$ cat src/design/gfm_pkg.sv
// shared widths and the field polynomial for the gf(2^128) multiplier
// no dependencies; imported by gfm_clmul, gf128_full_multiply_core and tb_top
package gfm_pkg;

   localparam int GFM_WORD_W = 64;                     // one half of an element
   localparam int GFM_ELEM_W = 2 * GFM_WORD_W;         // field element width
   localparam int GFM_LIMB_W = 32;                     // carry-less multiplier slice
   localparam int GFM_LIMBS  = GFM_ELEM_W / GFM_LIMB_W;
   localparam int GFM_PP_W   = 2 * GFM_LIMB_W - 1;     // slice product width

   // low terms of x^128 + x^7 + x^2 + x + 1
   localparam int              GFM_POLY_DEG = 7;
   localparam logic [GFM_POLY_DEG:0] GFM_POLY_LOW = 8'h87;

   typedef logic [GFM_PP_W-1:0] pp_type;

endpackage

$ cat src/design/gfm_clmul.sv
// carry-less (gf(2)[x]) product of two limb-wide polynomials, combinational
// depends on gfm_pkg for the limb width and product type
module gfm_clmul (
   input  logic [gfm_pkg::GFM_LIMB_W-1:0] a,
   input  logic [gfm_pkg::GFM_LIMB_W-1:0] b,
   output gfm_pkg::pp_type                p
);
   import gfm_pkg::*;

   // each product bit is the parity of one anti-diagonal of the and array
   always_comb begin
      logic [GFM_LIMB_W-1:0] col;
      for (int k = 0; k < GFM_PP_W; k++) begin
         col = '0;
         for (int i = 0; i < GFM_LIMB_W; i++) begin
            if ((k - i) >= 0 && (k - i) < GFM_LIMB_W) begin
               col[i] = a[i] & b[k - i];
            end
         end
         p[k] = ^col;
      end
   end

endmodule

$ cat config.mk
export PLATFORM = sky130hd
export DESIGN_NAME = gfm_clmul
export DESIGN_NICKNAME = d
export VERILOG_FILES = /design/src/design/gfm_pkg.sv /design/src/design/gfm_clmul.sv
export SDC_FILE = /design/constraint.sdc
export NUM_CORES = 1
export LEC_CHECK = 0
export BUFFER_PORTS_ARGS = -buffer_cell sky130_fd_sc_hd__buf_2
export CORE_ASPECT_RATIO = 0.7
export CORE_MARGIN = 4
export CORE_UTILIZATION = 28
export DETAILED_ROUTE_END_ITERATION = 10
export PLACE_DENSITY = 0.44
export SLEW_MARGIN = 20
export SYNTH_ARGS = -nofsm -noshare
export SYNTH_HDL_FRONTEND = slang
export SYNTH_SLANG_ARGS = --single-unit
export TNS_END_PERCENT = 30
$ cat constraint.sdc
create_clock -name vclk -period 3.1
set_input_delay 0.62 -clock vclk [all_inputs]
set_output_delay 0.62 -clock vclk [all_outputs]
set_load 0.02 [all_outputs]
======== Word level (Yosys, flattened, before mapping) ========
Index checks and enable logic that the tools add are counted.
storage, ports and cells
  latch bits .............................. 0
  ROM bits ................................ 0
  word-level logic and storage cells ...... 1087
  memories kept ........................... 0
  RAM bits ................................ 0
  bits in registers ....................... 0
  input port bits ......................... 64
operators by class
  reductions and logical operators ........ 63
  mux-type cells .......................... 0
  $add $sub $neg .......................... 0
  multipliers ............................. 0
  equal/unequal tests ..................... 0
  div/mod/pow operators ................... 0
  $lt $le $gt $ge ......................... 0
  shift-type cells ........................ 0
  bitwise gates (word level) .............. 1024
operators by type and width
  operator           number
  parity 32 bit      63
  bitwise AND 1 bit  1024

======== Longest topological paths before layout ========
Gate-level depths: netlist of run 1.
  depth in word-level cells ............... 2
  gate-level depth with buffers ........... 7
  mapped depth without buffers ............ 6

======== Least setup slack after synthesis of run 1 ========
Ideal clock, no wire load.
  path type ............................... input -> output
  start ................................... input port a[31] (netlist bit)
  end ..................................... output port p[52]
  setup slack ............................. 618 ps
  stages .................................. 7
  path buffers ............................ 3
  arrival time ............................ 1862 ps
  cell sequence ........................... buf_4 -> buf_2 -> buf_2 -> nand2_1 -> xor2_1 -> xnor2_1 -> xnor2_1
on the way
  word-level cells in the longest chain between the ends .. 2
ends and longest elaborated chain
  item               RTL line         text
  from (decl)        gfm_clmul.sv:4   input logic [gfm_pkg::GFM_LIMB_W-1:0] a,
  bitwise AND 1 bit  gfm_clmul.sv:17  col[i] = a[i] & b[k - i];
  parity 32 bit      gfm_clmul.sv:20  p[k] = ^col;
  to (decl)          gfm_clmul.sv:6   output gfm_pkg::pp_type p
Every way passes these cells.

======== Worst setup path in the final report of run 1 ========
  start ................................... input port a[9] (netlist bit)
  end ..................................... output port p[28]
The elaborated chain is that of the path after synthesis.

==> results of run 1 <==
## logic make-up after synthesis
logic type | Yosys count
xor+xnor | 961
buf+inv | 192
simple gates | 1024
## stage by stage
| step | cells | utilization, % | total power, W |
|---|---|---|---|
| after global routing | 2911 | 34.2 | 0.00699 |
| after global placement | 2911 | 34.1 | 0.00650 |
| after detailed placement | 2911 | 34.1 | 0.00652 |
| after CTS | 2911 | 34.1 | 0.00655 |
| final | 2911 | 34.2 | 0.00654 |
| after floorplan | 2177 | - | 0.00441 |
## layer usage
metal / share of wire [%] / global-route usage, % / vias to the layer above
met5: 0 / 0 / -
met4: 2.1 / 5.12 / 0
met3: 8.0 / 1.86 / 92
met2: 45 / 40.2 / 712
met1: 45 / 34.7 / 6844
li1: - / - / 6593
## synthesized netlist by cell type
cell / instances / area, um^2
and2_1: 2 / 12.5
buf_2: 147 / 736
buf_4: 39 / 293
clkbuf_1: 6 / 22.5
nand2_1: 1022 / 3840
xnor2_1: 742 / 6500
xor2_1: 219 / 1920
## power breakdown
part	internal, W	total [W]	switching, W
clock network	0	0	0
logic	0.00278	0.00654	0.00376
registers	0	0	0
## worst max-delay path by stage
stage,startpoint,end,slack [ns],cells past startpoint
2_1_floorplan,a[31],p[52],0.62,7
3_3_place_gp,a[10],p[25],0.07,9
3_5_place_dp,a[10],p[29],0.04,9
4_1_cts,a[10],p[29],0.04,9
5_1_grt,b[13],p[28],-0.02,10
6_report,a[9],p[28],0.09,10
## area by class of cell
class | instances | area, um^2 | area share [%]
timing repair buffer | 314 | 2920 | 18.3
multi-input combinational | 1985 | 12300 | 76.9
tap | 612 | 766 | 4.79
## worst max-delay path, stage by stage
cell	delay, ns
buf_2	0.10
buf_12	0.23
nand2_1	0.10
xor2_1	0.17
xnor2_1	0.14
xnor2_1	0.25
xnor2_1	0.12
xnor2_1	0.27
buf_4	0.18
buf_2	0.16
==> results.py, run 1 <==
metrics = {
    "run_status": {
        "status": "complete, no violations",
    },
    "grt": {
        "grt_first_pass_wirelength_mm": 95.2,
        "grt_max_degree": 33,
        "grt_overflow_total": 0,
        "antenna_found_initial": 0,
        "grt_pass1_vias": 14400,
        "grt.total_usage_pct": 24.3,
    },
    "worst_setup_path": {
        "criticalPathCategory": "in2out",
        "critPathLaunchType": "input port",
        "end_kind": "output port",
        "critPathArrivalTime_ns": 2.39,
        "worstPathRequired_ns": 2.48,
        "worstPathMaxFanout": 32,
    },
    "placed_design": {
        "io_buffer_count": 127,
        "post-dp-hpwl_mm": 42.4,
        "place_area_um2": 15900,
        "finalWeightedCongestion": 0.868,
        "post-place-ws_ns": 0.0404,
    },
    "power_and_ir_drop": {
        "max-vdd-ir-drop_uv": 562,
        "p_leak_nw": 6.27,
        "power-per-cell-area_nw_per_um2": 409,
    },
    "sta": {
        "slew_headroom_pct": 71.8,
        "timing.setup.tns_ns": 0,
        "setup_viol": 0,
        "rsz0062_at_grt": "true",
        "final.min_clock_period_ns": 3.01,
        "slew_violations": 0,
        "hold_violations": 0,
        "worstMarginPinSlew_ns": 0.424,
        "fin_ws_ns": 0.0871,
        "hold_ws_ns": 1.89,
        "post-route-period-util_pct": 97.2,
        "max_freq_ghz": 0.332,
    },
    "routing": {
        "vias_per_cell": 4.89,
        "drc": 0,
        "wl_per_cell_um": 21.8,
        "drt_first_iter_violations": 1456,
        "routed_wl_mm": 63.5,
        "vias": 14200,
        "ant_nets": 0,
        "first_pass_iters": 6,
    },
    "layout": {
        "drive_gt1_share_pct": 13.8,
        "fill_cells": 5104,
        "seq_area_um2": 0,
        "nClkBuffers": 0,
        "final_common_cell": "nand2_1",
        "syn2layout_area_growth_pct": 20.0,
        "n_sequential_cell": 0,
        "diodes": 0,
        "final_nets": 2365,
        "stdcell_area_um2": 16000,
        "mostFrequentLayoutCells": "1022 x nand2_1, 739 x xnor2_1, 219 x xor2_1",
    },
    "logic_synthesis": {
        "synth_xor_area_share_pct": 63.2,
        "synth_top_family_by_area": "XOR/XNOR gates",
        "syn_area_per_cell_um2": 6.12,
        "yosys.area_share.adder_pct": 0,
        "syn-num-nets": 2241,
        "synth-compound-area-share_pct": 0,
        "synth_area_um2": 13300,
        "postSynthCellCount": 2177,
        "muxShareOfSynthArea_pct": 0,
        "synthDistinctLibCells": 7,
        "seq_area_frac_synth_pct": 0,
        "synth_simple_gate_area_share_pct": 28.9,
        "ys_warn_count": 0,
    },
    "run": {
        "maxCapViolCount": 0,
    },
    "floorplan": {
        "pin_count": 127,
        "dieArea_um2": 51200,
        "row_count": 66,
        "fp.dieH_um": 190,
        "start_util_pct": 28.5,
        "coreArea_um2": 46700,
        "die_x_um": 269,
    },
    "worst_hold_path": {
        "hold_path_end": "p[1]",
        "hold_depth": 5,
        "hold_path_class": "in2out",
        "hp-start": "b[0]",
    },
    "clock_network": {
        "cts_setup_buffers": 0,
        "cts_resized": 0,
        "cts_hold_buf": 0,
    },
}
Power figures use the tool's default switching activity.
==> run 2: changes to the inputs <==
ABC_AREA = 1   (was default)
CORE_UTILIZATION = 55   (was 28)
PLACE_DENSITY = 0.73   (was 0.44)
==> run 2 against run 1 <==
Effect of this change: sequential share of layout area unchanged; largest power group unchanged; cell area grew 45%; critical path depth increased by 2; routed wire length up 17%; total power down 9.2%; first-iteration DRC count rose by 100%; combinational power shrank 9.3%.
==> results.py, run 2 <==
metrics = {
    "sta": {
        "hold_violations": 0,
        "hold_ws_ns": 1.74,
        "slew_headroom_pct": 74.6,
        "post-route-period-util_pct": 96.8,
        "worstMarginPinSlew_ns": 0.381,
        "rsz0062_at_grt": "false",
        "max_freq_ghz": 0.333,
        "setup_viol": 0,
        "timing.setup.tns_ns": 0,
        "final.min_clock_period_ns": 3.00,
        "slew_violations": 0,
        "fin_ws_ns": 0.0988,
    },
    "grt": {
        "grt_max_degree": 41,
        "grt_first_pass_wirelength_mm": 116,
        "grt.total_usage_pct": 32.9,
        "grt_pass1_vias": 22900,
        "grt_overflow_total": 0,
        "antenna_found_initial": 0,
    },
    "worst_hold_path": {
        "hp-start": "a[27]",
        "hold_depth": 4,
        "hold_path_end": "p[58]",
        "hold_path_class": "in2out",
    },
    "logic_synthesis": {
        "ys_top_cells_by_count": "2984 x nand2_1, 443 x xnor2_1, 359 x inv_1, 250 x xor2_1, 208 x nand3_1",
        "syn_area_per_cell_um2": 4.79,
        "synth.top_cell.area_share_pct": 51.4,
        "syn-num-nets": 4619,
        "yosys.area.top_type": "nand2_1",
        "postSynthCellCount": 4555,
        "seq_area_frac_synth_pct": 0,
        "synth_area_leaders": "nand2_1 51%, xnor2_1 18%, xor2_1 10%",
        "synth_area_um2": 21800,
        "ys_warn_count": 0,
        "synthDistinctLibCells": 16,
        "synth_most_common_cell": "nand2_1",
    },
    "worst_setup_path": {
        "critPathLaunchType": "input port",
        "worstPathRequired_ns": 2.48,
        "worstPathMaxFanout": 9,
        "critPathArrivalTime_ns": 2.38,
        "end_kind": "output port",
        "criticalPathCategory": "in2out",
    },
    "placed_design": {
        "finalWeightedCongestion": 0.915,
        "post-dp-hpwl_mm": 51.8,
        "io_buffer_count": 127,
        "post-place-ws_ns": 0.141,
        "place_area_um2": 23100,
    },
    "floorplan": {
        "die_x_um": 246,
        "dieArea_um2": 42900,
        "row_count": 60,
        "coreArea_um2": 38700,
        "start_util_pct": 56.3,
        "fp.dieH_um": 175,
        "pin_count": 127,
    },
    "layout": {
        "syn2layout_area_growth_pct": 6.22,
        "diodes": 0,
        "final_common_cell": "nand2_1",
        "final_nets": 4625,
        "n_sequential_cell": 0,
        "seq_area_um2": 0,
        "stdcell_area_um2": 23200,
        "drive_gt1_share_pct": 5.92,
        "nClkBuffers": 0,
        "mostFrequentLayoutCells": "2983 x nand2_1, 443 x xnor2_1, 359 x inv_1",
    },
    "power_and_ir_drop": {
        "p_leak_nw": 14.2,
        "power_w": 0.00593,
        "power-per-cell-area_nw_per_um2": 256,
        "max-vdd-ir-drop_uv": 208,
    },
    "routing": {
        "routed_wl_mm": 74.3,
        "vias_per_cell": 5.21,
        "drt_first_iter_violations": 2927,
        "drc": 0,
        "vias": 26500,
        "ant_nets": 0,
        "wl_per_cell_um": 14.6,
        "first_pass_iters": 8,
    },
    "run": {
        "maxCapViolCount": 0,
    },
    "clock_network": {
        "cts_hold_buf": 0,
        "cts_setup_buffers": 0,
    },
    "run_status": {
        "status": "complete, no violations",
    },
}
-- run 2: final cells by class --
class | instances | area [um^2]
Tap cell | 527 | 659
Fill cell | 3986 | 15600
Multi-Input combinational cell | 3936 | 18700
Timing Repair Buffer | 253 | 2400
Inverter | 370 | 1390
-- run 2: cells by family after synthesis --
| family | count (synthesis) | synth area share [%] |
|---|---|---|
| xor gates and xnor gates | 703 | 28.6 |
| buffers and inverters | 619 | 14.2 |
| and+or+nand+nor | 3233 | 57.2 |
-- run 2: repair_timing --
item,4_1_cts,5_1_grt
endpoints found under the setup margin,0,14
endpoints found under the hold margin,0,0
gates resized for setup,0,10
-- run 2: routing by layer --
metal	global-route usage [%]	vias up	routed length, um
met1	45.1	11400	31100
met3	7.03	190	10500
li1	-	13400	-
met5	0	-	0
met2	51.9	1446	30600
met4	9.33	0	2200
-- run 2: where the power goes --
part | total, W | switching (W) | internal (W)
sequential | 0 | 0 | 0
clock | 0 | 0 | 0
combinational | 0.00593 | 0.00383 | 0.00210
total | 0.00593 | 0.00383 | 0.00210
-- run 2: worst max path at each step --
stage,cells past startpoint,end,slack [ns],startpoint
floorplan,7,p[8],0.63,a[5]
global placement,13,p[44],0.17,a[19]
detailed placement,13,p[44],0.14,a[19]
CTS,13,p[44],0.13,a[19]
global route,17,p[30],0.004,a[24]
finish,12,p[27],0.1,b[3]
-- run 2: critical path, stage by stage --
cell     delay [ns]
buf_2          0.30
nand2_1        0.19
xnor2_1        0.27
nand2_1        0.11
nand2_1        0.08
nand2_1        0.05
nand2_1        0.08
nor2_1         0.04
nor2_1         0.27
nand2_1        0.08
nand2_1        0.10
buf_2          0.18
-- run 2: metrics by stage --
stage | utilization (%) | cells
final | 59.8 | 5086
after global routing | 59.8 | 5086
after CTS | 59.7 | 5086
after detailed placement | 59.7 | 5086
after global placement | 59.7 | 5086
after floorplan | - | 4555
==> run 3: changes to the inputs <==
RECOVER_POWER = 50   (was default)
==> run 3 against run 2 <==
Effect of this change: critical path type unchanged; sequential share of layout area stayed put; first-iteration DRC count is 3.8% higher; routed wire length hardly changed.
==> results.py, run 3 (synthesis results as in run 2) <==
metrics = {
    "worst_setup_path": {
        "end_kind": "output port",
        "critPathLaunchType": "input port",
        "worstPathRequired_ns": 2.48,
        "criticalPathCategory": "in2out",
        "worstPathMaxFanout": 9,
        "critPathArrivalTime_ns": 2.37,
    },
    "placed_design": {
        "io_buffer_count": 127,
        "finalWeightedCongestion": 0.915,
        "post-dp-hpwl_mm": 51.8,
    },
    "layout": {
        "n_sequential_cell": 0,
        "mostFrequentLayoutCells": "2983 x nand2_1, 443 x xnor2_1, 359 x inv_1",
        "syn2layout_area_growth_pct": 6.11,
        "finish.utilization_pct": 59.7,
        "diodes": 0,
        "final_nets": 4625,
        "seq_area_um2": 0,
        "final_common_cell": "nand2_1",
        "nClkBuffers": 0,
        "fill_cells": 3993,
        "drive_gt1_share_pct": 5.64,
    },
    "floorplan": {
        "row_count": 60,
        "start_util_pct": 56.3,
        "dieArea_um2": 42900,
        "pin_count": 127,
        "fp.dieH_um": 175,
        "die_x_um": 246,
        "coreArea_um2": 38700,
    },
    "grt": {
        "grt_pass1_vias": 22900,
        "grt_max_degree": 41,
        "grt.total_usage_pct": 32.9,
        "grt_first_pass_wirelength_mm": 116,
        "antenna_found_initial": 0,
        "grt_overflow_total": 0,
    },
    "routing": {
        "vias": 26500,
        "ant_nets": 0,
        "first_pass_iters": 6,
        "vias_per_cell": 5.21,
        "drt_first_iter_violations": 3039,
        "routed_wl_mm": 74.3,
        "wl_per_cell_um": 14.6,
        "drc": 0,
    },
    "run": {
        "maxCapViolCount": 0,
    },
    "sta": {
        "worstMarginPinSlew_ns": 0.361,
        "slew_violations": 0,
        "setup_viol": 0,
        "timing.setup.tns_ns": 0,
        "hold_violations": 0,
        "slew_headroom_pct": 75.9,
        "post-route-period-util_pct": 96.5,
        "max_freq_ghz": 0.334,
        "final.min_clock_period_ns": 2.99,
        "rsz0062_at_grt": "false",
    },
    "worst_hold_path": {
        "hold_path_class": "in2out",
    },
    "power_and_ir_drop": {
        "max-vdd-ir-drop_uv": 208,
        "p_leak_nw": 14.1,
        "power-per-cell-area_nw_per_um2": 256,
    },
    "run_status": {
        "status": "complete, no violations",
    },
    "clock_network": {
        "cts_hold_buf": 0,
    },
}
run 3: cell count changes in the layout (fill, tap and decap cells not counted), sizes merged:
cell,previous run,this run
buf,244,230
clkbuf,9,23
run 3: path summary, 6_finish.rpt:
path                  startpoint  endpoint  slack (ns)  cells after the start
worst max-delay path        b[3]     p[27]        0.11                     12
worst min-delay path       a[27]     p[58]        1.75                      4
run 3: layout make-up:
cell class	instances	area [um^2]	share of cell area (%)
multi-input combinational	3936	18700	80.9
timing repair buffer	253	2380	10.3
inverter	370	1390	6.00
tap	527	659	2.85
run 3: worst max-delay path, cell delays in order:
cell and delay (ns):
buf_2 0.30, nand2_1 0.18, xnor2_1 0.26, nand2_1 0.11
nand2_1 0.08, nand2_1 0.05, nand2_1 0.08, nor2_1 0.04
nor2_1 0.28, nand2_1 0.08, nand2_1 0.11, buf_2 0.18
run 3: metal layers:
layer,share of wire (%),up-vias,wire length [um],global-route usage [%]
met5,0,-,0,0
met4,3.1,0,2310,9.33
met3,14,211,10300,7.03
met2,41,1406,30500,51.9
met1,42,11500,31200,45.1
li1,-,13400,-,-
run 3: per-stage QoR:
stage | instance area [um^2] | total power (W) | instances | hold slack, ns | setup slack [ns]
finish | 23100 | 0.00591 | 5086 | 1.75 | 0.108
global route | 23100 | 0.00657 | 5086 | 1.81 | 0.00379
CTS | 23100 | 0.00584 | 5086 | 1.74 | 0.135
detailed placement | 23100 | 0.00582 | 5086 | 1.74 | 0.141
global placement | 23100 | 0.00574 | 5086 | 1.75 | 0.169
floorplan | 21800 | 0.00442 | 4555 | 1.54 | 0.630
run 3: power breakdown:
part | internal, W | switching [W]
Sequential | 0 | 0
Clock | 0 | 0
Combinational | 0.00208 | 0.00383
run 3: repair_timing:
action                     in CTS  in global routing
buffers inserted                0                  0
resized for setup               0                 10
setup endpoints to repair       0                 14
